===== config.mk =====
export PLATFORM = sky130hd
export DESIGN_NAME = latd_ram
export DESIGN_NICKNAME = d
export VERILOG_FILES = /design/src/hw/rtl/latd_ram.sv
export SDC_FILE = /design/constraint.sdc
export NUM_CORES = 2
export LEC_CHECK = 0
export BUFFER_PORTS_ARGS = -buffer_cell sky130_fd_sc_hd__buf_2
export CORE_MARGIN = 3
export CORE_UTILIZATION = 60
export DETAILED_ROUTE_END_ITERATION = 8
export HOLD_SLACK_MARGIN = 0.03
export PLACE_DENSITY_LB_ADDON = 0.05
export SLEW_MARGIN = 20
export SYNTH_ARGS = -nofsm -noshare
export SYNTH_HDL_FRONTEND = slang
export SYNTH_SLANG_ARGS = --single-unit
export TNS_END_PERCENT = 5

===== constraint.sdc =====
create_clock -name clock -period 3.1 [get_ports clock]
set_input_delay 0.155 -clock clock [delete_from_list [all_inputs] [get_ports clock]]
set_output_delay 0.155 -clock clock [all_outputs]
set_load 0.005 [all_outputs]

===== src/hw/rtl/latd_ram.sv =====
// ----------------------------------------------------------------------------
// latd_ram: generic simple dual port RAM
// One write port, one read port, read data registered.
// ----------------------------------------------------------------------------
module latd_ram #(
   parameter int WIDTH = 8,
   parameter int DEPTH = 256
) (
   input  logic                     clock,
   input  logic                     wr_en,
   input  logic [$clog2(DEPTH)-1:0] wr_addr,
   input  logic [WIDTH-1:0]         wr_data,
   input  logic                     rd_en,
   input  logic [$clog2(DEPTH)-1:0] rd_addr,
   output logic [WIDTH-1:0]         rd_data
);

   logic [WIDTH-1:0] mem [DEPTH];
   logic [WIDTH-1:0] rd_data_ff;

   always_ff @(posedge clock) begin
      if (wr_en) begin
         mem[wr_addr] <= wr_data;
      end
      if (rd_en) begin
         rd_data_ff <= mem[rd_addr];
      end
   end

   assign rd_data = rd_data_ff;

endmodule


==> results.yml <==
yosys:
  synth_seq_cells: 2056
  async_flop_share_pct: 0
  synth_flop_cell: "edfxtp_1"
  synth_cells: 3733
  synth-compound-area-share_pct: 3.42
  synth.top_cell.area_share_pct: 77.5
  synth-simple-area-share_pct: 2.63
  netlist_top_cells_area: "edfxtp_1 (78%), mux4_2 (13%), mux2i_1 (1.7%)"
  synth_mux_area_share_pct: 14.6
  synthAdderAreaFrac_pct: 0
  syn_nets: 3760
  syn_area_um2: 79600
  yosysWarnings: 0
  avgSynthCellArea_um2: 21.3
  synth-xor-area-share_pct: 0
  ys_seq_area_share_pct: 77.5
  synth_cell_types: 54
  synth_top_area_cell: "edfxtp_1"
  synth_edf_count: 2056
  synth_top_family_by_area: "multiplexers"
power:
  powerDensity_nw_per_um2: 620
  seqPwrFrac_pct: 54.1
  intPower_mw: 44.7
  total_power_mw: 56.7
  pwr-share-clk_pct: 40.5
  p_leak_nw: 29.3
  pwr-share-comb_pct: 5.4
  netSwitchingPower_mw: 12.0
  switching_share_pct: 21.1
  ir_worst_vdd_v: 0.000538
route:
  final_antenna_net_count: 0
  drtIter0Drc: 5005
  via_count: 41100
  viasPerCell: 6.65
  wl_mm: 201
  avgRoutedWirePerCell_um: 32.6
  drc: 0
  drt_pass1_iterations: 5
placed_design:
  portBuffers: 34
  dp.final_hpwl_mm: 130
  place_congestion: 0.866
  pre_cts_slack_ns: -0.683
floorplan:
  ios: 35
  core_um2: 132000
  dieArea_um2: 137000
  initial_core_util_pct: 60.5
  die_h_um: 370
  rows: 133
  die_x_um: 370
sta:
  hold_viol_final: 0
  tightest_slew_ns: 1.10
  rsz0062_at_grt: "false"
  setup_viol: 0
  drv_slew: 0
  period_minus_slack_ns: 3.07
  period_share_pct: 99.1
  hold_ws_ns: 0.0953
  max_freq_mhz: 326
  max-slew-margin-rel_pct: 26.1
  setup_slack_ns: 0.0286
  clock_skew_ns: 0.0246
cts:
  post_cts_buffers: 0
  numClockSinks: 2056
  clock_latency_ns: 0.83
  cts_made_buffers: 198
  tritoncts: "done"
  htreeDepth: 4
  clkSlewWorstSetupHoldPaths_ns: 0.06
  clk_path_buf_depth: 3
  clock-root-buffer: "clkbuf_16"
setup_path:
  crit_arrival_ns: 3.65
  crit_start: "mem[71][2]$_DFFE_PP_"
  crit_required_ns: 3.67
  ff2ff_path_depth: 6
  path_class: "reg -> reg"
  reg2reg_to: "rd_data[2]$_DFFE_PP_"
  endpoint_kind: "register"
  crit_path_start_kind: "register"
  crit_end: "rd_data[2]$_DFFE_PP_"
  worstPathMaxFanout: 1
  timing.rr.start: "mem[71][2]$_DFFE_PP_"
  ff2ff_setup_slack_ns: 0.03
final_layout:
  final_nets: 4276
  final_util_pct: 69.4
  drive_gt1_share_pct: 29.0
  syn2layout_area_growth_pct: 14.8
  fillers: 8078
job:
  cap_viol_max_count: 0
outcome:
  outcome: "finished clean"
global_routing:
  grt_pass1_vias: 41600
  grt_pass1_wl_mm: 294
  grt_util_all_layers_pct: 30.2
  overflow: 0
  antenna_found_initial: 11
  grt_max_degree: 125
min_path:
  min_path_cells: 1
  hold_path_class: "in -> reg"
[power by group through the flow]
stage	Sequential, mW	Clock [mW]	Combinational (mW)
after floorplan	31.3	0	1.49
after global placement	31.3	0	2.95
after detailed placement	31.3	0	3.03
after CTS	30.7	23.3	3.05
after global routing	30.7	24.5	3.20
final	30.7	22.9	3.05
[routing by layer]
layer	global-route usage (%)	up-vias	wire, µm
met3	6.49	374	18600
met1	43.0	21800	77900
met5	0	-	38
met4	10.9	6	7520
li1	-	16800	-
met2	46.9	2155	97100
[worst min-delay path by stage]
stage / slack [ns] / end / from
6_report: 0.1 / mem[123][3]$_DFFE_PP_ / wr_data[3]
5_1_grt: 0.1 / mem[142][5]$_DFFE_PP_ / wr_addr[3]
4_1_cts: 0.03 / mem[142][5]$_DFFE_PP_ / wr_addr[3]
3_5_place_dp: 0.61 / rd_data[2] / rd_data[2]$_DFFE_PP_
3_3_place_gp: 0.61 / rd_data[2] / rd_data[2]$_DFFE_PP_
2_1_floorplan: 0.25 / mem[0][0]$_DFFE_PP_ / wr_data[0]
[logic make-up after synthesis]
kind of cell,after synthesis
AOI/OAI and AO/OA,385
buffers and inverters,235
DFF,2056
muxes,591
and+or+nand+nor,466
[sequential cells by signal (all words and copies together) (netlist names)]
signal and cells:
mem 2048, rd_data 8
[critical path, cell delays in order, from the launching register on]
cell,delay [ns]
edfxtp_1,0.35
mux4_2,0.52
mux4_2,0.53
nor2b_1,0.18
nor4_2,0.95
buf_4,0.25
nor4_2,0.04
[synthesized netlist by cell type, types with 28 or more instances]
library cell	count
buf_2	31
clkbuf_1	111
nand2_1	33
edfxtp_1	2056
mux4_2	454
nor2_1	282
mux2i_1	134
o22ai_1	28
o221ai_1	46
a22oi_1	133
a21oi_1	96
nand3_1	34
nor2b_1	31
[final cells by class]
cell class	count	area, µm²	share of cell area (%)
diodes	6	15.0	0.0164
clock buffers	250	5170	5.66
clock inverters	115	1010	1.10
inverters	2	7.51	0.00822
multi-input cells	1442	16500	18.1
flip-flops and latches	2056	61700	67.6
well taps	1755	2200	2.40
repair buffers	549	4750	5.20
[metrics by stage]
| step | std cells | setup TNS [ns] | area [µm²] |
|---|---|---|---|
| 6_report | 6175 | 0 | 91400 |
| 3_3_place_gp | 5790 | -2.73 | 85000 |
| 2_1_floorplan | 3733 | 0 | 79600 |
| 5_1_grt | 6170 | 0 | 91400 |
| 3_5_place_dp | 5792 | -2.37 | 85100 |
| 4_1_cts | 6169 | 0 | 91400 |
[layout by cell type, fill, tap and decap left out, types with 33 or more instances in the layout]
master     count
a21oi_1       96
a22oi_1      133
buf_12        47
buf_4        456
clkbuf_1      51
clkbuf_16    199
clkinv_1      50
clkinv_2      33
edfxtp_1    2056
mux2i_1      134
mux4_2       454
nand2_1       33
nand3_1       34
nor2_1       279
o221ai_1      46
[what timing repair did]
| item | 4_1_cts | 5_1_grt |
|---|---|---|
| resized for setup | 1 | 0 |
| endpoints found under the hold margin | 394 | 0 |
| setup endpoints to repair | 1 | 0 |
| hold buffers | 12 | 0 |
No activity file was read; power rests on OpenSTA's default activity.
